**config.mk**
```make
export PLATFORM = sky130hd
export DESIGN_NAME = signed_integer_divider_core_flat
export DESIGN_NICKNAME = d
export VERILOG_FILES = /design/src/rtl/core/sid_pkg.sv /design/src/rtl/core/sid_in_if.sv /design/src/rtl/core/sid_out_if.sv /design/src/rtl/core/signed_integer_divider_core.sv /design/src/flat_wrapper.sv
export VERILOG_INCLUDE_DIRS = /design/src /design/src/rtl/core
export SDC_FILE = /design/constraint.sdc
export NUM_CORES = 1
export LEC_CHECK = 0
export BUFFER_PORTS_ARGS = -buffer_cell sky130_fd_sc_hd__buf_2
export CORE_ASPECT_RATIO = 1.25
export CORE_MARGIN = 2
export CORE_UTILIZATION = 60
export CTS_CLUSTER_SIZE = 40
export DETAILED_ROUTE_END_ITERATION = 16
export PLACE_DENSITY_LB_ADDON = 0.05
export SLEW_MARGIN = 25
export SYNTH_ARGS = -nofsm -noshare
export SYNTH_HDL_FRONTEND = slang
export SYNTH_SLANG_ARGS = --single-unit
export TNS_END_PERCENT = 100
```
**constraint.sdc**
```tcl
create_clock -name clk -period 4.1 [get_ports clk]
set_clock_uncertainty 0.05 [all_clocks]
set_input_delay 0.82 -clock clk [delete_from_list [all_inputs] [get_ports clk]]
set_output_delay 0.82 -clock clk [all_outputs]
set_load 0.02 [all_outputs]
```
**src/rtl/core/assert_macros.svh**
```systemverilog
// Assertion macros shared by the divider RTL.
`ifndef ASSERT_MACROS_SVH
`define ASSERT_MACROS_SVH

// Check prop on every rising clk edge outside reset.
`define SID_ASSERT(label, clk, rst_n, prop, msg) \
	label: assert property (@(posedge clk) disable iff (!rst_n) (prop)) \
		else $error(msg);

// Check that cond never holds on a rising clk edge outside reset.
`define SID_ASSERT_NEVER(label, clk, rst_n, cond, msg) \
	label: assert property (@(posedge clk) disable iff (!rst_n) !(cond)) \
		else $error(msg);

`endif

```
**src/rtl/core/sid_pkg.sv**
```systemverilog
// Constants and types of the signed integer divider.
package sid_pkg;

	localparam int DATA_WIDTH = 32;

	typedef enum logic [1:0] {
		SID_IDLE,
		SID_DIV,
		SID_FIX
	} sid_state_t;

endpackage

```
**src/rtl/core/sid_in_if.sv**
```systemverilog
// Operand channel: dividend and divisor words with valid/ready.
interface sid_in_if #(
	parameter int DATA_WIDTH = sid_pkg::DATA_WIDTH
);
	logic                         valid;
	logic                         ready;
	logic signed [DATA_WIDTH-1:0] dividend;
	logic signed [DATA_WIDTH-1:0] divisor;

	modport source (output valid, output dividend, output divisor, input ready);
	modport sink (input valid, input dividend, input divisor, output ready);
endinterface

```
**src/rtl/core/sid_out_if.sv**
```systemverilog
// Result channel: quotient word and divide-by-zero flag with valid/ready.
interface sid_out_if #(
	parameter int DATA_WIDTH = sid_pkg::DATA_WIDTH
);
	logic                         valid;
	logic                         ready;
	logic signed [DATA_WIDTH-1:0] quotient;
	logic                         divide_by_zero;

	modport source (output valid, output quotient, output divide_by_zero, input ready);
	modport sink (input valid, input quotient, input divide_by_zero, output ready);
endinterface

```
**src/rtl/core/signed_integer_divider_core.sv**
```systemverilog
// Signed integer divider: restoring radix-2 division, one quotient bit per cycle.
//
//   channel   dir  words carried
//   operand   in   dividend, divisor
//   result    out  quotient, divide_by_zero
//
// A word is taken in idle, then runs DATA_WIDTH iterations of the shared
// subtract-and-shift step, then a sign fix-up step that loads the result register.
// A new word is taken only once the previous one has left fix-up and the state
// machine is back in idle. arst_n clears the state machine and the result valid
// flag. operand.ready is high only in idle; a held result stalls the fix-up step,
// and the next word is taken while the result waits.
`include "assert_macros.svh"

module signed_integer_divider_core #(
	parameter int DATA_WIDTH = sid_pkg::DATA_WIDTH
) (
	input  logic clk,
	input  logic arst_n,
	sid_in_if.sink    operand,
	sid_out_if.source result
);

	localparam int                CNT_W    = $clog2(DATA_WIDTH);
	localparam logic [CNT_W-1:0] CNT_LAST = CNT_W'(DATA_WIDTH - 1);
	localparam logic [DATA_WIDTH-1:0] MAX_POS = {1'b0, {(DATA_WIDTH-1){1'b1}}};
	localparam logic [DATA_WIDTH-1:0] MIN_NEG = {1'b1, {(DATA_WIDTH-1){1'b0}}};

	sid_pkg::sid_state_t state_q, state_d;

	logic [DATA_WIDTH-1:0] num_q;
	logic [DATA_WIDTH-1:0] den_q;
	logic [DATA_WIDTH-1:0] rem_q;
	logic [CNT_W-1:0]      cnt_q;
	logic                  neg_q;
	logic                  dbz_q;
	logic                  ovf_q;

	logic                  out_valid_q;
	logic [DATA_WIDTH-1:0] quotient_q;
	logic                  out_dbz_q;

	logic                  accept;
	logic                  load_out;
	logic [DATA_WIDTH-1:0] a_u;
	logic [DATA_WIDTH-1:0] b_u;
	logic [DATA_WIDTH-1:0] a_mag;
	logic [DATA_WIDTH-1:0] b_mag;
	logic [DATA_WIDTH-1:0] trial;
	logic [DATA_WIDTH:0]   diff;
	logic                  q_bit;
	logic [DATA_WIDTH-1:0] q_fixed;

	assign a_u   = operand.dividend;
	assign b_u   = operand.divisor;
	assign a_mag = a_u[DATA_WIDTH-1] ? DATA_WIDTH'(~a_u + DATA_WIDTH'(1)) : a_u;
	assign b_mag = b_u[DATA_WIDTH-1] ? DATA_WIDTH'(~b_u + DATA_WIDTH'(1)) : b_u;

	assign trial = {rem_q[DATA_WIDTH-2:0], num_q[DATA_WIDTH-1]};
	assign diff  = {1'b0, trial} - {1'b0, den_q};
	assign q_bit = !diff[DATA_WIDTH];

	always_comb begin
		priority if (dbz_q) begin
			q_fixed = '0;
		end else if (ovf_q) begin
			q_fixed = MAX_POS;
		end else if (neg_q) begin
			q_fixed = DATA_WIDTH'(~num_q + DATA_WIDTH'(1));
		end else begin
			q_fixed = num_q;
		end
	end

	always_ff @(posedge clk or negedge arst_n) begin
		if (!arst_n) begin
			state_q <= sid_pkg::SID_IDLE;
		end else begin
			state_q <= state_d;
		end
	end

	always_comb begin
		state_d       = state_q;
		operand.ready = 1'b0;
		accept        = 1'b0;
		load_out      = 1'b0;
		unique case (state_q)
			sid_pkg::SID_IDLE: begin
				operand.ready = 1'b1;
				accept        = operand.valid;
				if (operand.valid) begin
					state_d = sid_pkg::SID_DIV;
				end
			end
			sid_pkg::SID_DIV: begin
				if (cnt_q == '0) begin
					state_d = sid_pkg::SID_FIX;
				end
			end
			sid_pkg::SID_FIX: begin
				load_out = !out_valid_q || result.ready;
				if (load_out) begin
					state_d = sid_pkg::SID_IDLE;
				end
			end
			default: begin
				state_d = sid_pkg::SID_IDLE;
			end
		endcase
	end

	always_ff @(posedge clk) begin
		if (accept) begin
			num_q <= a_mag;
			den_q <= b_mag;
			rem_q <= '0;
			cnt_q <= CNT_LAST;
			neg_q <= a_u[DATA_WIDTH-1] ^ b_u[DATA_WIDTH-1];
			dbz_q <= (b_u == '0);
			ovf_q <= (a_u == MIN_NEG) && (b_u == '1);
		end else if (state_q == sid_pkg::SID_DIV) begin
			num_q <= {num_q[DATA_WIDTH-2:0], q_bit};
			rem_q <= q_bit ? diff[DATA_WIDTH-1:0] : trial;
			cnt_q <= cnt_q - CNT_W'(1);
		end
	end

	always_ff @(posedge clk or negedge arst_n) begin
		if (!arst_n) begin
			out_valid_q <= 1'b0;
		end else if (load_out) begin
			out_valid_q <= 1'b1;
		end else if (result.ready) begin
			out_valid_q <= 1'b0;
		end
	end

	always_ff @(posedge clk) begin
		if (load_out) begin
			quotient_q <= q_fixed;
			out_dbz_q  <= dbz_q;
		end
	end

	assign result.valid          = out_valid_q;
	assign result.quotient       = quotient_q;
	assign result.divide_by_zero = out_dbz_q;

	`SID_ASSERT(a_accept_starts_div, clk, arst_n,
		accept |=> state_q == sid_pkg::SID_DIV, "accepted word did not start division")
	`SID_ASSERT(a_last_step_to_fix, clk, arst_n,
		(state_q == sid_pkg::SID_DIV && cnt_q == '0) |=> state_q == sid_pkg::SID_FIX,
		"last quotient bit did not lead to fix-up")
	`SID_ASSERT(a_load_sets_valid, clk, arst_n,
		load_out |=> out_valid_q, "fix-up did not present a result")
	`SID_ASSERT(a_dbz_zero_quotient, clk, arst_n,
		(out_valid_q && out_dbz_q) |-> quotient_q == '0,
		"divide-by-zero result with nonzero quotient")
	`SID_ASSERT_NEVER(a_no_overwrite, clk, arst_n,
		load_out && out_valid_q && !result.ready, "pending result overwritten")

endmodule

```
**src/flat_wrapper.sv**
```systemverilog
// flat-port wrapper written by rule: the top's interface ports become plain ports
module signed_integer_divider_core_flat 
#(
	parameter int DATA_WIDTH = sid_pkg::DATA_WIDTH
)
  (clk, arst_n, operand_valid, operand_dividend, operand_divisor, operand_ready, result_valid, result_quotient, result_divide_by_zero, result_ready);
  sid_in_if #(.DATA_WIDTH(DATA_WIDTH)) operand_i ();
  sid_out_if #(.DATA_WIDTH(DATA_WIDTH)) result_i ();
  input  logic clk;
  input  logic arst_n;
  input wire logic [$bits(operand_i.valid)-1:0] operand_valid;
  input wire logic [$bits(operand_i.dividend)-1:0] operand_dividend;
  input wire logic [$bits(operand_i.divisor)-1:0] operand_divisor;
  output wire logic [$bits(operand_i.ready)-1:0] operand_ready;
  output wire logic [$bits(result_i.valid)-1:0] result_valid;
  output wire logic [$bits(result_i.quotient)-1:0] result_quotient;
  output wire logic [$bits(result_i.divide_by_zero)-1:0] result_divide_by_zero;
  input wire logic [$bits(result_i.ready)-1:0] result_ready;
  assign operand_i.valid = operand_valid;
  assign operand_i.dividend = operand_dividend;
  assign operand_i.divisor = operand_divisor;
  assign operand_ready = operand_i.ready;
  assign result_valid = result_i.valid;
  assign result_quotient = result_i.quotient;
  assign result_divide_by_zero = result_i.divide_by_zero;
  assign result_i.ready = result_ready;
  signed_integer_divider_core #(.DATA_WIDTH(DATA_WIDTH)) u_core (.clk(clk), .arst_n(arst_n), .operand(operand_i), .result(result_i));
endmodule
```
# Word level (Yosys, flattened, before mapping)
# Cells that the tools add are included.
# op_classes
n_addsub,5
n_eq_ne,7
mux,16
bitwise_logic,4
n_reduce_logical,11
# ops
op,count
$mux 32,4
$add 32x1->32 const B,3
$not 32->32,3
$mux 31,3
$eq 32x32->1 const B,2
$sub 32x32->33,1
$logic_not 32->1,1
$mux 2,3
$pmux 2 s3,1
$logic_not 5->1,1
$mux 1,5
$sub 5x1->5 const B,1
$ne 2x1->1 const B,2
$reduce_bool 2->1,2
$reduce_and 3->1,1
$eq 2x1->1 const B,1
$eq 2x2->1 const B,1
$logic_not 1->1,2
$logic_not 2->1,1
$ne 2x2->1 const B,1
$reduce_or 2->1,1
$logic_and 1x1->1,1
$logic_or 1x1->1,1
$xor 1x1->1,1
# totals
register_bits,139
out_inout_bits,35
word_cells,56

# Logic depth before layout (Yosys ltp)
# Gate-level depths: netlist of the first run.
# depth
ltp_word,4
mapped_depth,13

# Least setup slack after synthesis of the first run
# OpenSTA, ideal clock, no wires.
# synth_timing
kind,input -> register
startpoint,in operand_valid
endpoint,reg u_core.num_q[0] (enable)
setup_time_ps,387
t_arrival_ps,3018
t_required_ps,3663
path_slack_ps,645
path_stages,6
path_cell_list,nand2_1 clkbuf_1 inv_1 nor2_1 clkbuf_1 inv_1
# synth_between
elab_chain_len,2
# synth_rtl
item,line_no,text
"start, declared",flat_wrapper.sv:11,input wire logic [$bits(operand_i.valid)-1:0] operand_valid;
$mux 1,signed_integer_divider_core.sv:88,unique case (state_q)
named net u_core.accept,signed_integer_divider_core.sv:43,logic accept;
$reduce_bool 2->1 (no line),--,
"end signal, assigned",signed_integer_divider_core.sv:115,num_q <= a_mag;
"end signal, assigned",signed_integer_divider_core.sv:123,"num_q <= {num_q[DATA_WIDTH-2:0], q_bit};"
"end, declared",signed_integer_divider_core.sv:31,logic [DATA_WIDTH-1:0] num_q;
# The timed path passes the listed nets, and every way through them passes these cells.
# A chain may end at the register's enable or synchronous reset.

# Worst setup path in the final report of the first run
# layout_timing
startpoint,reg u_core.num_q[31]
endpoint,reg u_core.rem_q[0]
# layout_between
elab_chain_len,2
# layout_rtl
item,line_no,text
$sub 32x32->33,signed_integer_divider_core.sv:60,"assign diff = {1'b0, trial} - {1'b0, den_q};"
$mux 31 *,signed_integer_divider_core.sv:124,rem_q <= q_bit ? diff[DATA_WIDTH-1:0] : trial;
"end signal, assigned",signed_integer_divider_core.sv:124,
"end, declared",signed_integer_divider_core.sv:33,logic [DATA_WIDTH-1:0] rem_q;
# Mark *: on every way between the ends. The rest lies on a longest branch, timed or not.

==> reports/results.ini, run 1 <==
[detailed_routing]
first_iter_violations = 540
vias = 7774
drt_wl_total_mm = 22.6
drtAntennaViolNets = 0
vias_per_cell = 6.15
drc_errors = 0
first_pass_iters = 5
routedWlPerCell_um = 17.9

[synthesis]
syn_avg_cell_area_um2 = 9.31
synth_top_area_cell = edfxtp_1
yosys.cell_count.top_type = nand2_1
synth_cell_types = 67
synthesis.nets = 1085
synth_area_um2 = 9100
synth-edff-count = 100
synth.yosys.seq_area_share = 0.417
synth-seq-cells = 139
synthFlopType = edfxtp_1
yosysWarnings = 0
synthTopCellsByArea = edfxtp_1 (33%), dfxtp_1 (7.9%), xor2_1 (6.3%)
syn_inst = 978
synth_top_area_share = 0.330
async_reset_ff_frac = 0.0216
synth_commonest_cells = nand2_1 (114), edfxtp_1 (100), o21ai_0 (75)

[critical_path]
worst_setup_path_start_kind = flop
slowest_stage = or4_4
crit_arrival_ps = 3860
required_ps = 4350
cp_cell_sequence = inv_1, ha_1, fa_1, and2b_1, o2111ai_1, a31oi_1, nor3_1, or4_4, a21oi_4, nor2_1, buf_4, o311ai_0
crit_type = flop to flop
crit_path_end_kind = flop
critPathMaxFanout = 20
critPathMaxStageDelay_ps = 540

[grt]
grt_pass1_vias = 7482
grt_overflow = 0
antenna_found_initial = 5
grt_usage = 0.288
grt_pass1_wl_mm = 36.8
grt_start_max_net_pins = 74

[floorplan]
die_area_um2 = 16200
rows = 50
core-area_um2 = 14900
ios = 103
die_x_um = 114
die_y_um = 142
initial_core_util = 0.611

[clocking]
clockRootBuffer = clkbuf_16
ctsHoldBuffers = 0
cts_resized = 0
cts_tree = yes
numCtsBuffers = 17
htree_levels = 4
clk_pin_slew_ps = 60
clock_sinks = 139
clockBufferDepth = 2
insertion_delay_ps = 430
post_cts_buffers = 0

[timing]
hold_viol = 0
fin_tns_setup_ps = 0
setup_viol = 0
min_period_over_period = 0.882
rsz0062_at_grt = false
timing.hold.ws_ps = 122
relSlewSlack = 0.353
layout_min_cycle_time_ps = 3610
worst_pin_slew_ps = 970
maxSlewViolCount = 0
timing.fmax_mhz = 277

[job]
max_cap_viol_count = 0

[power]
p_leak_nw = 4.19
vdd_ir_drop_max_uv = 318
p_per_area_nw_per_um2 = 708

[cells_and_area]
ff_latch_area_um2 = 3800
layout-drive-gt1-share = 0.157
syn2layout_area_growth_pct = 14.6
num-fill-cells = 1230
final_nets = 1175
multi_input_area_um2 = 4960

[worst_hold_path]
min_path_type = input port to async pin

[place]
io_buffers = 102
dp_hpwl_mm = 16.7
gp_congestion = 0.902

[outcome]
outcome = finished clean

critical path, delay by kind of cell (launching register included):
family | cells | cell delay [ps]
AOI/OAI and AO/OA | 4 | 1190
and+or+nand+nor | 4 | 1010
adders and majority gates | 2 | 570
DFF | 1 | 360
buffers and inverters | 2 | 300
stage by stage:
step                      utilization  area [um^2]  worst slack (ps)  instances  power, mW
after floorplan                     -         9100               645        978       4.86
after global placement          0.657         9780               651       1230       5.65
after detailed placement        0.657         9780               576       1230       5.70
after CTS                       0.698        10400               533       1262       7.35
after global routing            0.701        10400               219       1265       7.88
final                           0.701        10400               486       1265       7.39
area by class of cell:
class,count,area share
Inverter,50,0.0180
Clock inverter,15,0.0187
Clock buffer,17,0.0408
Sequential cell,139,0.364
Timing Repair Buffer,116,0.0609
Multi-Input combinational cell,744,0.475
Antenna cell,2,0.000480
Tap cell,182,0.0218
per-layer routing:
metal / part of all wire / global-route usage
met1: 0.41 / 0.339
met2: 0.51 / 0.510
met5: 0.00080 / 0
met4: 0.034 / 0.121
met3: 0.044 / 0.0589
cells by family (layout without fill, tap and decap cells):
family,count (synthesis),in the layout,synth area share
AOI/OAI and AO/OA,268,268,0.192
xor gates and xnor gates,114,114,0.110
buffers and inverters,95,198,0.0399
adders and majority gates,39,39,0.0544
DFF,139,139,0.417
and+or+nand+nor,319,319,0.182
other,0,2,0
muxes,4,4,0.00454
placed cells by master (no fill, tap or decap), types with 14 or more instances in the layout:
| master | Yosys | layout |
|---|---|---|
| ha_1 | 38 | 38 |
| dfxtp_1 | 36 | 36 |
| a21oi_1 | 66 | 65 |
| clkbuf_16 | 0 | 17 |
| nand2b_1 | 14 | 14 |
| nand3_1 | 20 | 20 |
| xor2_1 | 65 | 65 |
| o21ai_0 | 75 | 75 |
| nand2_1 | 114 | 113 |
| nor2_1 | 40 | 40 |
| o31ai_1 | 35 | 35 |
| edfxtp_1 | 100 | 100 |
| or3_1 | 14 | 14 |
| o211ai_1 | 18 | 18 |
| nor3_1 | 20 | 20 |
| xnor2_1 | 49 | 49 |
| nand4_1 | 35 | 35 |
| buf_2 | 4 | 102 |
| inv_1 | 49 | 49 |
sequential cells by signal, indices dropped and copies added, names as in the netlist:
name and count:
u_core.result.valid 1, u_core.ovf_q 1, u_core.den_q 32, u_core.result.quotient 32, u_core.neg_q 1, u_core.dbz_q 1, u_core.cnt_q 5, u_core.num_q 32
u_core.state_q 2, u_core.result.divide_by_zero 1, u_core.rem_q 31
path summary, 6_finish.rpt:
path | from | to | slack (ps) | depth (start not counted)
hold reg to reg | u_core.rem_q[11] | u_core.rem_q[11] | 440 | 2
setup / recovery | u_core.num_q[31] | u_core.rem_q[0] | 490 | 12
hold / removal | arst_n | u_core.state_q[0] | 120 | 1
setup reg to reg | u_core.num_q[31] | u_core.rem_q[0] | 490 | 12
max in group asynchronous | arst_n | u_core.state_q[1] | 3770 | 1
min in group clk | u_core.rem_q[11] | u_core.rem_q[11] | 440 | 2
report_power, final:
part / total, mW / switching, mW / internal (mW)
sequential: 2.48 / 0.421 / 2.06
combinational: 3.28 / 1.93 / 1.35
clock: 1.63 / 0.611 / 1.02
Power figures use the tool's default switching activity.
==> run 2, diff against run 1 <==
--- a/config.mk
+++ b/config.mk
@@ -13,6 +13,8 @@
 export CTS_CLUSTER_SIZE = 40
 export DETAILED_ROUTE_END_ITERATION = 16
 export PLACE_DENSITY_LB_ADDON = 0.05
+export REMOVE_ABC_BUFFERS = 1
+export SETUP_SLACK_MARGIN = 0.15
 export SLEW_MARGIN = 25
 export SYNTH_ARGS = -nofsm -noshare
 export SYNTH_HDL_FRONTEND = slang
==> reports/results.ini, run 2 (synthesis gave the netlist of run 1 again) <==
[timing]
min_period_over_period = 0.887
maxSlewViolCount = 0
timing.fmax_mhz = 275
hold_viol = 0
layout_min_cycle_time_ps = 3640
setup_viol = 0
timing.final.ws_setup_ps = 462
rsz0062_at_grt = false
worst_pin_slew_ps = 999
relSlewSlack = 0.333

[grt]
antenna_found_initial = 2
grt_pass1_vias = 7369
grt_start_max_net_pins = 74
grt_pass1_wl_mm = 36.5
grt_usage = 0.285
grt_overflow = 0

[floorplan]
ios = 103
die_x_um = 114
core-area_um2 = 14900
initial_core_util = 0.611
die_y_um = 142
die_area_um2 = 16200
rows = 50

[place]
io_buffers = 102
dp_hpwl_mm = 16.1
post-place-ws_ps = 524
gp_congestion = 0.972

[detailed_routing]
routedWlPerCell_um = 17.6
first_pass_iters = 5
drc_errors = 0
vias_per_cell = 6.13
drt_wl_total_mm = 22.3
first_iter_violations = 674
drtAntennaViolNets = 0
vias = 7753

[critical_path]
crit_arrival_ps = 3870
worst_setup_path_start_kind = flop
crit-reg2reg-launch = u_core.num_q[31]
endpoint = u_core.rem_q[1]
critPathMaxFanout = 13
r2r_cells = 12
required_ps = 4340
worstSetupStartpoint = u_core.num_q[31]
r2r-end = u_core.rem_q[1]
crit_type = flop to flop
r2r_slack_ps = 460
crit_path_end_kind = flop

[power]
p_leak_nw = 4.17
p_per_area_nw_per_um2 = 695
p_total_mw = 7.20
vdd_ir_drop_max_uv = 321

[worst_hold_path]
min_path_type = input port to async pin

[clocking]
numCtsBuffers = 17
cts_resized = 0
clk_pin_slew_ps = 60
post_cts_buffers = 0
htree_levels = 4
clock_sinks = 139
insertion_delay_ps = 430
clockBufferDepth = 2
clockRootBuffer = clkbuf_16
cts_tree = yes
ctsHoldBuffers = 0

[cells_and_area]
final_common_cell = nand2_1
syn2layout_area_growth_pct = 13.8
final_cell_mix = nand2_1 (113), buf_2 (102), edfxtp_1 (100)
num-fill-cells = 1196
layout-drive-gt1-share = 0.155
final_nets = 1175

[outcome]
outcome = finished clean

[job]
max_cap_viol_count = 0

run 2: how the worst min path moves through the flow:
stage	from	endpoint	cells past startpoint
floorplan	u_core.rem_q[11]	u_core.rem_q[11]	2
global placement	u_core.rem_q[11]	u_core.rem_q[11]	2
detailed placement	u_core.rem_q[8]	u_core.rem_q[8]	2
CTS	arst_n	u_core.result.valid	1
global route	arst_n	u_core.result.valid	1
finish	arst_n	u_core.result.valid	1
run 2: critical path: stages (launching register included):
cell,delay (ps)
edfxtp_1,340
inv_1,70
ha_1,200
fa_1,390
and2b_1,250
o2111ai_1,190
a31oi_1,320
nor3_1,140
or4_4,540
a21oi_4,300
nor2_1,100
buf_4,210
o311ai_0,410
run 2: metrics by stage:
| stage | util | setup TNS [ps] | instances | instance area [um^2] | hold slack (ps) |
|---|---|---|---|---|---|
| 6_report | 0.696 | 0 | 1265 | 10400 | 133 |
| 5_1_grt | 0.696 | 0 | 1264 | 10400 | 127 |
| 3_3_place_gp | 0.657 | 0 | 1230 | 9790 | 420 |
| 4_1_cts | 0.696 | 0 | 1263 | 10400 | 123 |
| 2_1_floorplan | - | -29760 | 933 | 8930 | 403 |
| 3_5_place_dp | 0.658 | 0 | 1231 | 9800 | 428 |
run 2: report_power, final:
group          leakage (nW)  switching [mW]  total, mW  internal [mW]
logic                  2.60            1.93       3.27           1.35
clock network         0.272           0.596       1.46          0.863
registers              1.30           0.406       2.47           2.06
run 2: final cells by class:
cell class	count	area [um^2]	share of cell area
diodes	2	5.00	0.000483
clock buffers	21	460	0.0444
clock inverters	11	95.1	0.00918
inverters	50	188	0.0181
multi-input cells	744	4960	0.479
flip-flops and latches	139	3800	0.367
well taps	182	228	0.0220
repair buffers	116	623	0.0601
run 2: layer usage:
metal,vias to the layer above,share of wire,GRT usage
li1,3811,-,-
met1,3646,0.41,0.350
met5,-,0.00058,0
met3,51,0.047,0.0453
met4,2,0.032,0.138
met2,243,0.51,0.488
==> run 3, diff against run 2 <==
--- a/config.mk
+++ b/config.mk
@@ -9,7 +9,7 @@
 export BUFFER_PORTS_ARGS = -buffer_cell sky130_fd_sc_hd__buf_2
 export CORE_ASPECT_RATIO = 1.25
 export CORE_MARGIN = 2
-export CORE_UTILIZATION = 60
+export CORE_UTILIZATION = 45
 export CTS_CLUSTER_SIZE = 40
 export DETAILED_ROUTE_END_ITERATION = 16
 export PLACE_DENSITY_LB_ADDON = 0.05
==> reports/results.ini, run 3 (synthesis gave the netlist of run 1 again) <==
[detailed_routing]
routedWlPerCell_um = 17.2
drtAntennaViolNets = 0
first_iter_violations = 384
vias = 7612
drc_errors = 0
first_pass_iters = 5
drt_wl_total_mm = 23.4
vias_per_cell = 5.61

[timing]
layout_min_cycle_time_ps = 3560
hold_viol = 0
worst_pin_slew_ps = 971
maxSlewViolCount = 0
rsz0062_at_grt = false
relSlewSlack = 0.351
timing.hold.ws_ps = 136
min_period_over_period = 0.867
setup_viol = 0
timing.fmax_mhz = 281
timing.final.ws_setup_ps = 544

[critical_path]
slowest_stage = or4_4
crit_arrival_ps = 3810
crit_type = flop to flop
worst_setup_path_start_kind = flop
cp_cell_sequence = inv_1, ha_1, fa_1, and2b_1, o2111ai_1, a31oi_1, nor3_1, or4_4, a21oi_4, buf_4, nor2_1, buf_4, o311ai_0
r2r-end = u_core.rem_q[0]
required_ps = 4350
worstSetupStartpoint = u_core.num_q[31]
critPathMaxFanout = 13
critPathMaxStageDelay_ps = 550
r2r_slack_ps = 540
path_common_cell = buf_4
crit-reg2reg-launch = u_core.num_q[31]
endpoint = u_core.rem_q[0]
r2r_cells = 13
crit_path_end_kind = flop

[grt]
grt_pass1_wl_mm = 37.8
grt_start_max_net_pins = 74
grt_usage = 0.220
antenna_found_initial = 6
grt_pass1_vias = 7302
grt_overflow = 0

[clocking]
htree_levels = 4
insertion_delay_ps = 420
clk_pin_slew_ps = 60
clockRootBuffer = clkbuf_16
post_cts_buffers = 0
ctsHoldBuffers = 0
clock_sinks = 139
cts_tree = yes
clockBufferDepth = 2
cts_resized = 0
numCtsBuffers = 17

[floorplan]
die_y_um = 163
initial_core_util = 0.456
ios = 103
core-area_um2 = 20000
die_x_um = 131
rows = 58
die_area_um2 = 21400

[power]
internal_power_mw = 4.51
clock_power_share = 0.233
pwr-share-comb = 0.438
p_total_mw = 7.49
p_leak_nw = 4.23
p_sw_frac = 0.398
p_per_area_nw_per_um2 = 705
p_seq_frac = 0.329
p_switching_mw = 2.98
vdd_ir_drop_max_uv = 327

[cells_and_area]
final_nets = 1178
final_common_cell = nand2_1
fin_area_um2 = 10600
final_cell_mix = nand2_1 (113), buf_2 (102), edfxtp_1 (100)
syn2layout_area_growth_pct = 16.7
num-fill-cells = 1873
stdcell_count = 1358
layout-drive-gt1-share = 0.161

[outcome]
outcome = finished clean

[place]
dpl.cell_count = 1321
dp_hpwl_mm = 17.3
io_buffers = 102
place_area_um2 = 9930
gp_congestion = 0.866
post-place-ws_ps = 552

[job]
max_cap_viol_count = 0

[worst_hold_path]
min_path_type = input port to async pin

-- run 3: critical path, delay by kind of cell, from the launching register on --
kind            cells  cell delay [ps]
simple gates        4              990
compound gates      4              980
fa+ha+maj           2              600
buf+inv             3              460
flops               1              360
-- run 3: power by group through the flow --
stage	Clock (mW)	Combinational [mW]	Sequential (mW)
finish	1.74	3.28	2.46
detailed placement	0	3.26	2.48
floorplan	0	2.43	2.37
global placement	0	3.23	2.48
CTS	1.77	3.28	2.46
global route	1.82	3.69	2.52
-- run 3: stage by stage --
step	utilization	setup TNS, ps
floorplan	-	-29760
global placement	0.497	0
detailed placement	0.497	0
CTS	0.530	0
global route	0.532	0
finish	0.532	0
-- run 3: final cells by class --
type                            count  area (um^2)  share of cell area
Multi-Input combinational cell    744         4960               0.467
Inverter                           50          188              0.0177
Clock buffer                       17          425              0.0400
Sequential cell                   139         3800               0.358
Timing Repair Buffer              119          666              0.0627
Antenna cell                        4         10.0            0.000942
Tap cell                          270          338              0.0318
Clock inverter                     15          235              0.0221
-- run 3: per-layer routing --
metal	vias to the layer above	part of all wire	GRT usage
met5	-	0.0011	0
met4	4	0.033	0.100
met3	51	0.041	0.0389
met2	182	0.49	0.379
met1	3560	0.43	0.271
li1	3815	-	-
-- run 3: worst min-delay path by stage --
stage / from / end / slack, ps / cells after the start
2_1_floorplan: u_core.rem_q[11] / u_core.rem_q[11] / 400 / 2
3_3_place_gp: u_core.rem_q[11] / u_core.rem_q[11] / 430 / 2
3_5_place_dp: u_core.rem_q[11] / u_core.rem_q[11] / 420 / 2
4_1_cts: arst_n / u_core.result.valid / 120 / 1
5_1_grt: arst_n / u_core.result.valid / 130 / 1
6_report: arst_n / u_core.result.valid / 140 / 1
